--- src/rtl/core/lsbp_pkg.sv ---
// Shared types and constants for the line sensor bar position block.
package lsbp_pkg;

   // Default configuration of the sensor bar.
   localparam int NUM_CHANNELS_DEF = 16;
   localparam int SAMPLE_BITS_DEF  = 10;
   localparam int WEIGHT_STEP_DEF  = 100;

   // Fixed field widths of the request and response transactions.
   localparam int FUNC_W       = 2;
   localparam int CHANNEL_W    = 4;
   localparam int SAMPLE_W     = 10;
   localparam int POSITION_W   = 11;
   localparam int ACT_COUNT_W  = 5;
   localparam int LINE_BITS_W  = 16;

   // Saturation limits of the response fields.
   localparam int unsigned POS_MAX   = 2047;
   localparam int unsigned COUNT_MAX = 31;

   // Register port geometry.
   localparam int CSR_ADDR_W = 3;
   localparam int CSR_DATA_W = 32;

   // Word index of the polarity register (byte address 0).
   localparam logic CSR_IDX_WHITE_LINE_MODE = 1'b0;

   // Operation carried by a request transaction.
   typedef enum logic [FUNC_W-1:0] {
      FUNC_STORE_WHITE = 2'd0,
      FUNC_STORE_BLACK = 2'd1,
      FUNC_LATCH       = 2'd2,
      FUNC_MEASURE     = 2'd3
   } func_type;

   typedef struct packed {
      func_type              func;
      logic [CHANNEL_W-1:0]  channel;
      logic [SAMPLE_W-1:0]   sample;
   } req_type;

   typedef struct packed {
      logic [POSITION_W-1:0]  position;
      logic [ACT_COUNT_W-1:0] active_count;
      logic                   no_line;
      logic [LINE_BITS_W-1:0] line_bits;
   } rsp_type;

endpackage

--- src/rtl/core/line_sensor_bar_position.sv ---
// Line sensor bar: per-channel calibration, line detection and centroid position.
// Store items are written straight from idle; latch and measure items run the bit-serial
// add/compare over the sample bits and then return to idle.
// A last-channel measure then accumulates over all NUM_CHANNELS, divides over SUM_W bits
// and registers the response; that output step waits while an earlier response stalls.
// One item at a time; synchronous active-high reset clears stores, polarity and control.
module line_sensor_bar_position
   import lsbp_pkg::*;
#(
   parameter int NUM_CHANNELS = NUM_CHANNELS_DEF,
   parameter int SAMPLE_BITS  = SAMPLE_BITS_DEF,
   parameter int WEIGHT_STEP  = WEIGHT_STEP_DEF
) (
   input  logic                  clock,
   input  logic                  reset,
   input  logic                  req_valid,
   output logic                  req_stall,
   input  req_type               req_payload,
   output logic                  rsp_valid,
   input  logic                  rsp_stall,
   output rsp_type               rsp_payload,
   input  logic                  csr_psel,
   input  logic                  csr_penable,
   input  logic                  csr_pwrite,
   input  logic [CSR_ADDR_W-1:0] csr_paddr,
   input  logic [CSR_DATA_W-1:0] csr_pwdata,
   output logic [CSR_DATA_W-1:0] csr_prdata,
   output logic                  csr_pready
);

   localparam int CH_W       = $clog2(NUM_CHANNELS);
   localparam int CNT_W      = $clog2(NUM_CHANNELS + 1);
   localparam int SUM_MAX    = WEIGHT_STEP * NUM_CHANNELS * (NUM_CHANNELS - 1) / 2;
   localparam int SUM_W_RAW  = $clog2(SUM_MAX + 1);
   localparam int SUM_W      = (SUM_W_RAW < 2) ? 2 : SUM_W_RAW;
   localparam int SCNT_W     = $clog2(SAMPLE_BITS);
   localparam int DCNT_W     = $clog2(SUM_W);

   typedef enum logic [2:0] {
      ST_IDLE,
      ST_SERIAL,
      ST_ACCUM,
      ST_DIVIDE,
      ST_DONE
   } state_type;

   // Control registers.
   state_type              state_ff, state_in;
   logic                   mode_ff, mode_in;
   logic                   rsp_valid_ff, rsp_valid_in;
   rsp_type                rsp_payload_ff, rsp_payload_in;

   // Datapath registers.
   logic                   op_latch_ff, op_latch_in;
   logic [CH_W-1:0]        ch_ff, ch_in;
   logic [SAMPLE_BITS-1:0] sa_ff, sa_in;
   logic [SAMPLE_BITS-1:0] sb_ff, sb_in;
   logic [SAMPLE_BITS-1:0] res_ff, res_in;
   logic                   carry_ff, carry_in;
   logic [SCNT_W-1:0]      ser_cnt_ff, ser_cnt_in;
   logic [CH_W-1:0]        acc_cnt_ff, acc_cnt_in;
   logic [SUM_W-1:0]       weight_ff, weight_in;
   logic [SUM_W-1:0]       sum_ff, sum_in;
   logic [CNT_W-1:0]       count_ff, count_in;
   logic [CNT_W-1:0]       rem_ff, rem_in;
   logic [DCNT_W-1:0]      div_cnt_ff, div_cnt_in;

   // Per-channel stores.
   logic [SAMPLE_BITS-1:0] white_ff [NUM_CHANNELS];
   logic [SAMPLE_BITS-1:0] black_ff [NUM_CHANNELS];
   logic [SAMPLE_BITS-1:0] thr_ff   [NUM_CHANNELS];
   logic [NUM_CHANNELS-1:0] line_bit_ff;

   // Store write controls.
   logic                   wr_white, wr_black, wr_thr, wr_line;
   logic [SAMPLE_BITS-1:0] thr_value;
   logic                   line_value;

   // Combinational helpers.
   logic                   req_accept;
   logic                   ch_in_range;
   logic [CH_W-1:0]        req_ch;
   logic [SAMPLE_BITS-1:0] req_smp;
   logic                   bit_a, bit_b, sum_bit, carry_out;
   logic [SAMPLE_BITS-1:0] res_next;
   logic                   ser_last;
   logic [CNT_W:0]         trial;
   logic [CNT_W:0]         den_ext;
   logic                   q_bit;
   logic                   out_free;
   logic                   csr_write;
   logic [LINE_BITS_W-1:0] line_bits_view;
   rsp_type                frame;

   // Ports.
   assign req_stall   = (state_ff != ST_IDLE);
   assign rsp_valid   = rsp_valid_ff;
   assign rsp_payload = rsp_payload_ff;
   assign csr_pready  = 1'b1;
   assign csr_write   = csr_psel && csr_penable && csr_pwrite && csr_pready;
   assign csr_prdata  = (csr_paddr[2] == CSR_IDX_WHITE_LINE_MODE)
                        ? {{(CSR_DATA_W-1){1'b0}}, mode_ff} : '0;

   // Request decode.
   assign req_accept  = req_valid && !req_stall;
   assign ch_in_range = (32'(req_payload.channel) < NUM_CHANNELS);
   assign req_ch      = CH_W'(req_payload.channel);
   assign req_smp     = SAMPLE_BITS'(req_payload.sample);

   // Bit-serial add (latch) or subtract borrow chain (measure), LSB first.
   assign bit_a     = sa_ff[0];
   assign bit_b     = sb_ff[0];
   assign sum_bit   = bit_a ^ bit_b ^ carry_ff;
   assign carry_out = op_latch_ff ? ((bit_a & bit_b) | (carry_ff & (bit_a ^ bit_b)))
                                  : ((~bit_a & bit_b) | (~(bit_a ^ bit_b) & carry_ff));
   assign res_next   = {sum_bit, res_ff[SAMPLE_BITS-1:1]};
   assign ser_last   = (ser_cnt_ff == SCNT_W'(SAMPLE_BITS - 1));
   assign thr_value  = {carry_out, res_next[SAMPLE_BITS-1:1]};
   // A final borrow means the sample lies below the threshold.
   assign line_value = mode_ff ? carry_out : ~carry_out;

   // Restoring division step: one quotient bit per cycle.
   assign den_ext = {1'b0, count_ff};
   assign trial   = {rem_ff, sum_ff[SUM_W-1]};
   assign q_bit   = (trial >= den_ext);

   // Line bits as seen on the response, channel i on bit i.
   for (genvar gi = 0; gi < LINE_BITS_W; gi++) begin : g_line_bits
      if (gi < NUM_CHANNELS) begin : g_used
         assign line_bits_view[gi] = line_bit_ff[gi];
      end else begin : g_unused
         assign line_bits_view[gi] = 1'b0;
      end
   end

   // Frame result, with saturation and the no-line case.
   always_comb begin
      frame.line_bits    = line_bits_view;
      frame.no_line      = (count_ff == '0);
      frame.active_count = (32'(count_ff) > COUNT_MAX) ? ACT_COUNT_W'(COUNT_MAX)
                                                       : ACT_COUNT_W'(count_ff);
      if (count_ff == '0) begin
         frame.position = '0;
      end else if (32'(sum_ff) > POS_MAX) begin
         frame.position = POSITION_W'(POS_MAX);
      end else begin
         frame.position = POSITION_W'(sum_ff);
      end
   end

   assign out_free = !rsp_valid_ff || !rsp_stall;

   // Next-state logic of the sequencer.
   always_comb begin
      state_in       = state_ff;
      mode_in        = mode_ff;
      rsp_valid_in   = rsp_valid_ff;
      rsp_payload_in = rsp_payload_ff;
      op_latch_in    = op_latch_ff;
      ch_in          = ch_ff;
      sa_in          = sa_ff;
      sb_in          = sb_ff;
      res_in         = res_ff;
      carry_in       = carry_ff;
      ser_cnt_in     = ser_cnt_ff;
      acc_cnt_in     = acc_cnt_ff;
      weight_in      = weight_ff;
      sum_in         = sum_ff;
      count_in       = count_ff;
      rem_in         = rem_ff;
      div_cnt_in     = div_cnt_ff;
      wr_white       = 1'b0;
      wr_black       = 1'b0;
      wr_thr         = 1'b0;
      wr_line        = 1'b0;

      // Polarity register write.
      if (csr_write && (csr_paddr[2] == CSR_IDX_WHITE_LINE_MODE)) begin
         mode_in = csr_pwdata[0];
      end

      // The response register empties when its transaction completes.
      if (rsp_valid_ff && !rsp_stall) begin
         rsp_valid_in = 1'b0;
      end

      case (state_ff)
         ST_IDLE: begin
            if (req_accept && ch_in_range) begin
               ch_in      = req_ch;
               carry_in   = 1'b0;
               ser_cnt_in = '0;
               case (req_payload.func)
                  FUNC_STORE_WHITE: begin
                     wr_white = 1'b1;
                  end
                  FUNC_STORE_BLACK: begin
                     wr_black = 1'b1;
                  end
                  FUNC_LATCH: begin
                     sa_in       = white_ff[req_ch];
                     sb_in       = black_ff[req_ch];
                     op_latch_in = 1'b1;
                     state_in    = ST_SERIAL;
                  end
                  FUNC_MEASURE: begin
                     sa_in       = req_smp;
                     sb_in       = thr_ff[req_ch];
                     op_latch_in = 1'b0;
                     state_in    = ST_SERIAL;
                  end
                  default: begin
                  end
               endcase
            end
         end
         ST_SERIAL: begin
            sa_in      = sa_ff >> 1;
            sb_in      = sb_ff >> 1;
            res_in     = res_next;
            carry_in   = carry_out;
            ser_cnt_in = ser_cnt_ff + 1'b1;
            if (ser_last) begin
               if (op_latch_ff) begin
                  wr_thr   = 1'b1;
                  state_in = ST_IDLE;
               end else begin
                  wr_line = 1'b1;
                  if (ch_ff == CH_W'(NUM_CHANNELS - 1)) begin
                     acc_cnt_in = '0;
                     weight_in  = SUM_W'(WEIGHT_STEP * (NUM_CHANNELS - 1));
                     sum_in     = '0;
                     count_in   = '0;
                     state_in   = ST_ACCUM;
                  end else begin
                     state_in = ST_IDLE;
                  end
               end
            end
         end
         ST_ACCUM: begin
            // One channel per cycle; its weight steps down as the channel rises.
            if (line_bit_ff[acc_cnt_ff]) begin
               sum_in   = sum_ff + weight_ff;
               count_in = count_ff + 1'b1;
            end
            weight_in  = weight_ff - SUM_W'(WEIGHT_STEP);
            acc_cnt_in = acc_cnt_ff + 1'b1;
            if (acc_cnt_ff == CH_W'(NUM_CHANNELS - 1)) begin
               rem_in     = '0;
               div_cnt_in = '0;
               state_in   = ST_DIVIDE;
            end
         end
         ST_DIVIDE: begin
            // The dividend shifts out of sum_ff while the quotient shifts in.
            if (q_bit) begin
               rem_in = CNT_W'(trial - den_ext);
            end else begin
               rem_in = CNT_W'(trial);
            end
            sum_in     = {sum_ff[SUM_W-2:0], q_bit};
            div_cnt_in = div_cnt_ff + 1'b1;
            if (div_cnt_ff == DCNT_W'(SUM_W - 1)) begin
               state_in = ST_DONE;
            end
         end
         ST_DONE: begin
            if (out_free) begin
               rsp_valid_in   = 1'b1;
               rsp_payload_in = frame;
               state_in       = ST_IDLE;
            end
         end
         default: begin
            state_in = ST_IDLE;
         end
      endcase
   end

   // State, polarity register and response register.
   always_ff @(posedge clock) begin
      if (reset) begin
         state_ff     <= ST_IDLE;
         mode_ff      <= 1'b0;
         rsp_valid_ff <= 1'b0;
      end else begin
         state_ff     <= state_in;
         mode_ff      <= mode_in;
         rsp_valid_ff <= rsp_valid_in;
      end
      rsp_payload_ff <= rsp_payload_in;
   end

   // Serial datapath registers.
   always_ff @(posedge clock) begin
      op_latch_ff <= op_latch_in;
      ch_ff       <= ch_in;
      sa_ff       <= sa_in;
      sb_ff       <= sb_in;
      res_ff      <= res_in;
      carry_ff    <= carry_in;
      ser_cnt_ff  <= ser_cnt_in;
      acc_cnt_ff  <= acc_cnt_in;
      weight_ff   <= weight_in;
      sum_ff      <= sum_in;
      count_ff    <= count_in;
      rem_ff      <= rem_in;
      div_cnt_ff  <= div_cnt_in;
   end

   // Calibration, threshold and line bit stores, all cleared by reset.
   always_ff @(posedge clock) begin
      if (reset) begin
         for (int i = 0; i < NUM_CHANNELS; i++) begin
            white_ff[i] <= '0;
            black_ff[i] <= '0;
            thr_ff[i]   <= '0;
         end
         line_bit_ff <= '0;
      end else begin
         if (wr_white) begin
            white_ff[ch_in] <= req_smp;
         end
         if (wr_black) begin
            black_ff[ch_in] <= req_smp;
         end
         if (wr_thr) begin
            thr_ff[ch_ff] <= thr_value;
         end
         if (wr_line) begin
            line_bit_ff[ch_ff] <= line_value;
         end
      end
   end

endmodule

--- config.mk ---
export PLATFORM = sky130hd
export DESIGN_NAME = line_sensor_bar_position
export DESIGN_NICKNAME = d
export VERILOG_FILES = /design/src/rtl/core/lsbp_pkg.sv /design/src/rtl/core/line_sensor_bar_position.sv
export SDC_FILE = /design/constraint.sdc
export NUM_CORES = 1
export LEC_CHECK = 0
export ABC_AREA = 1
export ABC_CLOCK_PERIOD_IN_PS = 2400
export BUFFER_PORTS_ARGS = -buffer_cell sky130_fd_sc_hd__buf_2
export CAP_MARGIN = 20
export CORE_MARGIN = 10
export CORE_UTILIZATION = 30
export DETAILED_ROUTE_END_ITERATION = 8
export PLACE_DENSITY = 0.55
export SLEW_MARGIN = 20
export SYNTH_ARGS = -nofsm -noshare
export SYNTH_HDL_FRONTEND = slang
export SYNTH_SLANG_ARGS = --single-unit
--- constraint.sdc ---
create_clock -name clock -period 2.4 [get_ports clock]
set_input_delay 0.24 -clock clock [delete_from_list [all_inputs] [get_ports clock]]
set_output_delay 0.24 -clock clock [all_outputs]
set_load 0.1 [all_outputs]
==> metrics.txt, run 1 <==
initial antenna violation count 5; CP Capture Type flip-flop; Crit path arrival time approximately 2.5 ns; simple-gate share of the synthesized area about a quarter; routability cong. roughly 0.84; highest-delay cell along the critical path dfxtp_1; DR iter-0 viols 2,136; vias in the first global route just over 20,000; Die X about 330 um; crit-path cells inv_2, nand2_1, nor2_2, nand2_1, buf_12, o21ai_4, inv_2, nor2_4, nand3_1, nand2_1, buf_4; main combinational cell family by area after synthesis simple AND/OR/NAND/NOR gates; largest net degree at the start of global routing 85; Top cell by count, worst path nand2_1; Peak Freq roughly 450 MHz; Post-synth EDFFs between 500 and 600; Residual DRC 0; DIE HEIGHT about 330 um; post-route minimum period ~2.2 ns; n_diodes 0; Final Instance Count excl. Fillers roughly 4,400; Initial Util between 30% and 40%; Synth Warn # 0; share of cells above drive strength 1 a little under an eighth; Layout area overhead 17.4%; asr flop ratio synth 0%; Detail Placement HPWL between 50,000 and 60,000 um; PwrDens about 890 mW/mm2; Final Skew approximately 0.035 ns; worst-skew pair later-pin latency 0.62 ns; P_leak 13.5 nW; Overall Global Routing Usage ~14%; Slew Viols, Final 0; most common cell after layout, fill and taps aside nand2_1; final net count ~3,200; Worst VDD drop approximately 0.5 mV; multiplexer share of the synthesized area 0%; Synth Flop Type edfxtp_1; total number of vias around 21,000; Hold Crit Depth 3; core area 0.0953 mm2; grt ovf 0; Post-Synth Adder-Cell Area approximately 1.3%; Critical Path RT about 2.7 ns; Slew headroom between 40% and 50%; placed cells approximately 4,300; CTS H-tree depth 3; Reg clk slew, reported paths around 0.06 ns; Clock Path Buffers 3; Std-Cell Rows 113; die area approximately 0.11 mm2; FF-to-FF path depth 11; synth unique cells 41; Synth Register Bits about 620; final worst path period share between 90% and 100%; startpoint types flip-flop; worst slew pin tran 0.844 ns; syn avg cell area 9.49 um2; post-synthesis sequential area ratio ~63%; final setup fails 0; RSZ-0062 raised after global routing false; max incr delay on CP 0.32 ns; worst hold path class in -> reg; Syn Inst Count between 3,000 and 4,000; Setup CP Type reg -> reg; Max Fanout on Critical Path 11; cell area after synthesis 0.0289 mm2; Via density 4.83; clk root buf clkbuf_16; clock sinks between 600 and 700; Post-Synth XOR/XNOR Area less than 1%; CTS tree built; Synth Area in Compound Gates 3.73%; cts bufs inserted 68; status completed; setup TNS 0 ns; first-pass GRT wire length around 120,000 um; first drt pass iteration count 8; total wire length a little over 80,000 um; DR WL/cell about 18 um; Max-cap violations 0; # IOs 126; Post-DRT Antenna Nets 0; Final Hold Fails 0; commonest cells after routing, fill and taps aside nand2_1, nor2_1, edfxtp_1; buffers added on ports 60
==> repair_timing <==
| action | in CTS | in global routing |
|---|---|---|
| endpoints found under the hold margin | 4 | 0 |
| buffers inserted | 0 | 2 |
| endpoints found under the setup margin | 0 | 90 |
| hold buffers | 5 | 0 |
| resized for setup | 0 | 4 |
==> report_power, final <==
group	leakage (nW)	total [mW]	internal, mW	switching (mW)
Combinational	6.23	6.63	1.86	4.76
Clock	1.05	10.3	5.84	4.41
Sequential	6.19	13.4	12.9	0.457
==> state kept, by name, indices dropped and copies added, names as in the netlist, 3 cells and up <==
signal       cells
line_bit_ff     16
sb_ff           10
sum_ff          14
count_ff         5
white_ff       160
ser_cnt_ff       4
res_ff           8
state_ff         3
ch_ff            4
acc_cnt_ff       4
div_cnt_ff       4
sa_ff           10
thr_ff         160
rem_ff           5
rsp_payload     33
weight_ff       12
black_ff       160
==> worst paths after layout <==
check	start	endpoint	slack, ns
setup reg to reg	state_ff[2]	black_ff[15][5]	0.16
hold reg to reg	line_bit_ff[7]	rsp_payload[7]	0.44
hold / removal	req_payload[10]	ch_ff[0]	0.05
setup / recovery	state_ff[2]	black_ff[15][5]	0.16
==> worst max-delay path, delay by kind of cell, from the launching register on <==
kind	cells	cell delay [ns]
buffers and inverters	4	0.52
DFF	1	0.32
AOI/OAI and AO/OA	1	0.20
and+or+nand+nor	6	0.87
==> synthesized netlist by cell type (all sizes together), types with 4 or more instances <==
master / number / area [um2]
ha: 24 / 300
nand3: 425 / 2130
o22ai: 4 / 25.0
o21ai: 111 / 582
fa: 4 / 80.1
inv: 136 / 510
xnor2: 7 / 61.3
nand4: 6 / 37.5
a21oi: 45 / 225
edfxtp: 591 / 17700
clkbuf: 156 / 586
nor2: 659 / 2530
buf: 96 / 531
clkinv: 6 / 22.5
o211ai: 26 / 195
nand2: 695 / 2610
nor3: 5 / 30.0
dfxtp: 25 / 500
xor2: 6 / 52.6
==> stage by stage <==
| stage | util, % | cell area [um2] | hold WS [ns] | power (mW) | worst slack, ns |
|---|---|---|---|---|---|
| after floorplan | - | 29000 | 0.404 | 17.6 | 0.0651 |
| after global placement | 33.2 | 31600 | 0.430 | 20.1 | 0.101 |
| after detailed placement | 33.2 | 31600 | 0.426 | 20.1 | 0.0160 |
| after CTS | 35.5 | 33900 | 0.0254 | 30.4 | 0.00389 |
| after global routing | 35.6 | 33900 | 0.0453 | 31.6 | 0.00106 |
| final | 35.6 | 33900 | 0.0546 | 30.3 | 0.161 |
==> kinds of logic after synthesis <==
logic type | count (synthesis)
buf+inv | 394
other cells | 2
xor+xnor | 13
flops | 616
compound gates | 192
fa+ha+maj | 28
simple gates | 1797
==> layout make-up <==
class,instances,area [um2]
Clock buffer,85,1780
Inverter,142,541
Multi-Input combinational cell,2062,9130
Tap cell,1265,1580
Sequential cell,616,18200
Clock inverter,36,375
Timing Repair Buffer,242,2240
Fill cell,9584,61400
==> metal layers <==
layer / wire [um] / global-route usage (%) / vias to the layer above
li1: - / - / 10283
met1: 37000 / 20.3 / 10350
met2: 36000 / 22.4 / 701
met3: 5620 / 2.77 / 127
met4: 2130 / 4.46 / 10
met5: 56 / 0 / -
No activity file was read; power rests on OpenSTA's default activity.
==> run 2, diff against run 1 <==
- CORE_MARGIN: 10 -> 1.5
==> run 2 against run 1 <==
  * Critical path depth unchanged
  * Register-to-register slack improved by 0.05 ns
  * Routed wire length decreased by 2.9%
  * Largest power group unchanged
  * Maximum frequency increased by 2.2%
  * First-iteration DRC count decreased by 5.3%
  * Design area decreased by 0.58%
  * Global-route usage increased by 1.4 points
  * Sequential cell count unchanged
  * Clock power about the same
  * Critical path type unchanged
==> metrics.txt, run 2 (same netlist as run 1, synthesis figures left out) <==
Overall Global Routing Usage 15.9% (+1.4 points); largest net degree at the start of global routing 82 (-3.5%); sw power 9.44 mW (-2.0%); Largest regs black_ff x160, thr_ff x160, white_ff x160; Detail Placement HPWL 50,800 um (-3.3%); PnR Total Power 30.1 mW (-0.56%); final net count 3,213 (-0.16%); placed cells 4,317 (-0.069%); CTS tree built; post-route minimum period 2.19 ns (-0.0492 ns); status completed; Peak Freq 457 MHz (+2.2%); DR WL/cell 17.7 um (-2.9%); initial antenna violation count 7 (+2); switching fraction of total power 31.4% (-0.45 points); Final Skew 0.0239 ns (-0.0111 ns); clk root buf clkbuf_16; crit-path cells inv_2, nand2_1, nor2_2, nand2_2, o21ai_2, inv_2, nor2_4, buf_12, nand3_1, nand2_1, buf_12; met2 wire length 36,400 um (+1.0%); highest-delay cell along the critical path dfxtp_1; Layout area overhead 16.7%; Gate power share 21.7% (-0.2 points); worst slew pin tran 0.802 ns (-0.0414 ns); highest metal used met5; first drt pass iteration count 6 (-2); final setup fails 0 (unchanged); Worst VDD drop 0.505 mV (-0.89%); Clock power frac 33.8% (about the same); commonest cells after routing, fill and taps aside nand2_1, nor2_1, edfxtp_1; vias in the first global route 20,541 (+2.0%); buffers added on ports 60 (unchanged); Max Fanout on Critical Path 10 (-1); first-pass GRT wire length 120,000 um (-1.7%); core area 0.0952 mm2 (-0.15%); Critical Path RT 2.71 ns (about the same); Core Util, Final 35.4% (-0.15 points); cts bufs inserted 69 (+1.5%); share of cells above drive strength 1 11.5% (-0.017 points); CTS H-tree depth 3 (unchanged); P_leak 13.4 nW (-0.66%); final worst path period share 91.3% (-2.0 points); worst hold path class in -> reg; Die X 313 um (-5.1%); startpoint types flip-flop; DR iter-0 viols 2,022 (-5.3%); RSZ-0062 raised after global routing false; clock sinks 616 (unchanged); Post-DRT Antenna Nets 0 (unchanged); max incr delay on CP 0.33 ns (about the same); Initial Util 30.3% (+0.045 points); total number of vias 21,270 (-0.94%); Crit path arrival time 2.50 ns (-0.04 ns); total wire length 78,500 um (-2.9%); grt ovf 0 (unchanged); worst-skew pair later-pin latency 0.61 ns (about the same); # IOs 126 (unchanged); Max-cap violations 0 (unchanged); Int Power 20.7 mW (+0.10%); DR WL met3 4880 um (-13%); die area 0.0981 mm2 (-10%); Setup CP Type reg -> reg; most common cell after layout, fill and taps aside nand2_1; Via density 4.79 (-0.87%); routability cong. 0.807 (-3.9%); Seq pwr share 44.5% (+0.3 points); Slew headroom 46.4% (+2.8 points); Clock Path Buffers 3 (unchanged); setup TNS 0 ns (unchanged); PwrDens 893 mW/mm2 (about the same); CP Capture Type flip-flop; Final Instance Count excl. Fillers 4,445 (-0.067%); Final Hold Fails 0 (unchanged); met1 WL 35,500 um (-4.1%); Residual DRC 0 (unchanged); Reg clk slew, reported paths 0.06 ns (about the same); WHS 0.0759 ns (+0.0212 ns); DIE HEIGHT 313 um (-5.1%); Std-Cell Rows 113 (unchanged); Slew Viols, Final 0 (unchanged)
run 2: changes by cell type in the layout (fill, tap and decap cells not counted), sizes merged:
cell         change
inv              -2
clkinv           -3
clkinvlp         +1
diode            +1
buf              -4
bufinv           -2
clkbuf           +8
dlygate4sd3      -2
run 2: through the flow:
step	worst slack [ns]	area, um2
2_1_floorplan	0.0651	29000
3_3_place_gp	0.0349	31500
3_5_place_dp	0.00192	31500
4_1_cts	0.145	33700
5_1_grt	0.000175	33700
6_report	0.210	33700
run 2: worst max-delay path: cells and delay by family (launching register included):
family          cells  cell delay (ns)
simple gates        6             0.82
buf+inv             4             0.45
flops               1             0.33
compound gates      1             0.29
run 2: layout make-up:
type / instances / area, um2
tap: 1265 / 1580
antenna: 1 / 2.50
multi-input combinational: 2062 / 9130
inverter: 142 / 541
fill: 9598 / 61500
clock buffer: 93 / 1900
sequential: 616 / 18200
timing repair buffer: 236 / 2040
clock inverter: 30 / 243
run 2: what timing repair did:
| item | CTS | global route |
|---|---|---|
| buffers inserted | 0 | 1 |
| gates resized for setup | 2 | 5 |
| pin swaps | 0 | 1 |
| hold buffers | 3 | 0 |
| endpoints found under the hold margin | 2 | 0 |
| endpoints found under the setup margin | 39 | 72 |
run 2: path summary, 6_finish.rpt:
path / startpoint / end / slack, ns / depth (start not counted)
setup / recovery: state_ff[0] / white_ff[6][8] / 0.21 / 11
hold reg to reg: res_ff[3] / res_ff[2] / 0.44 / 0
hold / removal: reset / state_ff[1] / 0.08 / 2
setup reg to reg: state_ff[0] / white_ff[6][8] / 0.21 / 11
run 2: layer usage:
metal  GRT usage [%]  vias to the layer above
met3            2.49                      107
li1                -                    10262
met2            25.5                      605
met5               0                        -
met1            22.2                    10286
met4            4.48                       10
run 2: power by group through the flow:
stage               registers (mW)  clock network, mW  logic, mW
finish                        13.4               10.2       6.54
global route                  13.5               10.7       7.23
CTS                           13.4               10.4       6.54
detailed placement            13.6                  0       6.49
global placement              13.6                  0       6.44
floorplan                     13.5                  0       4.07
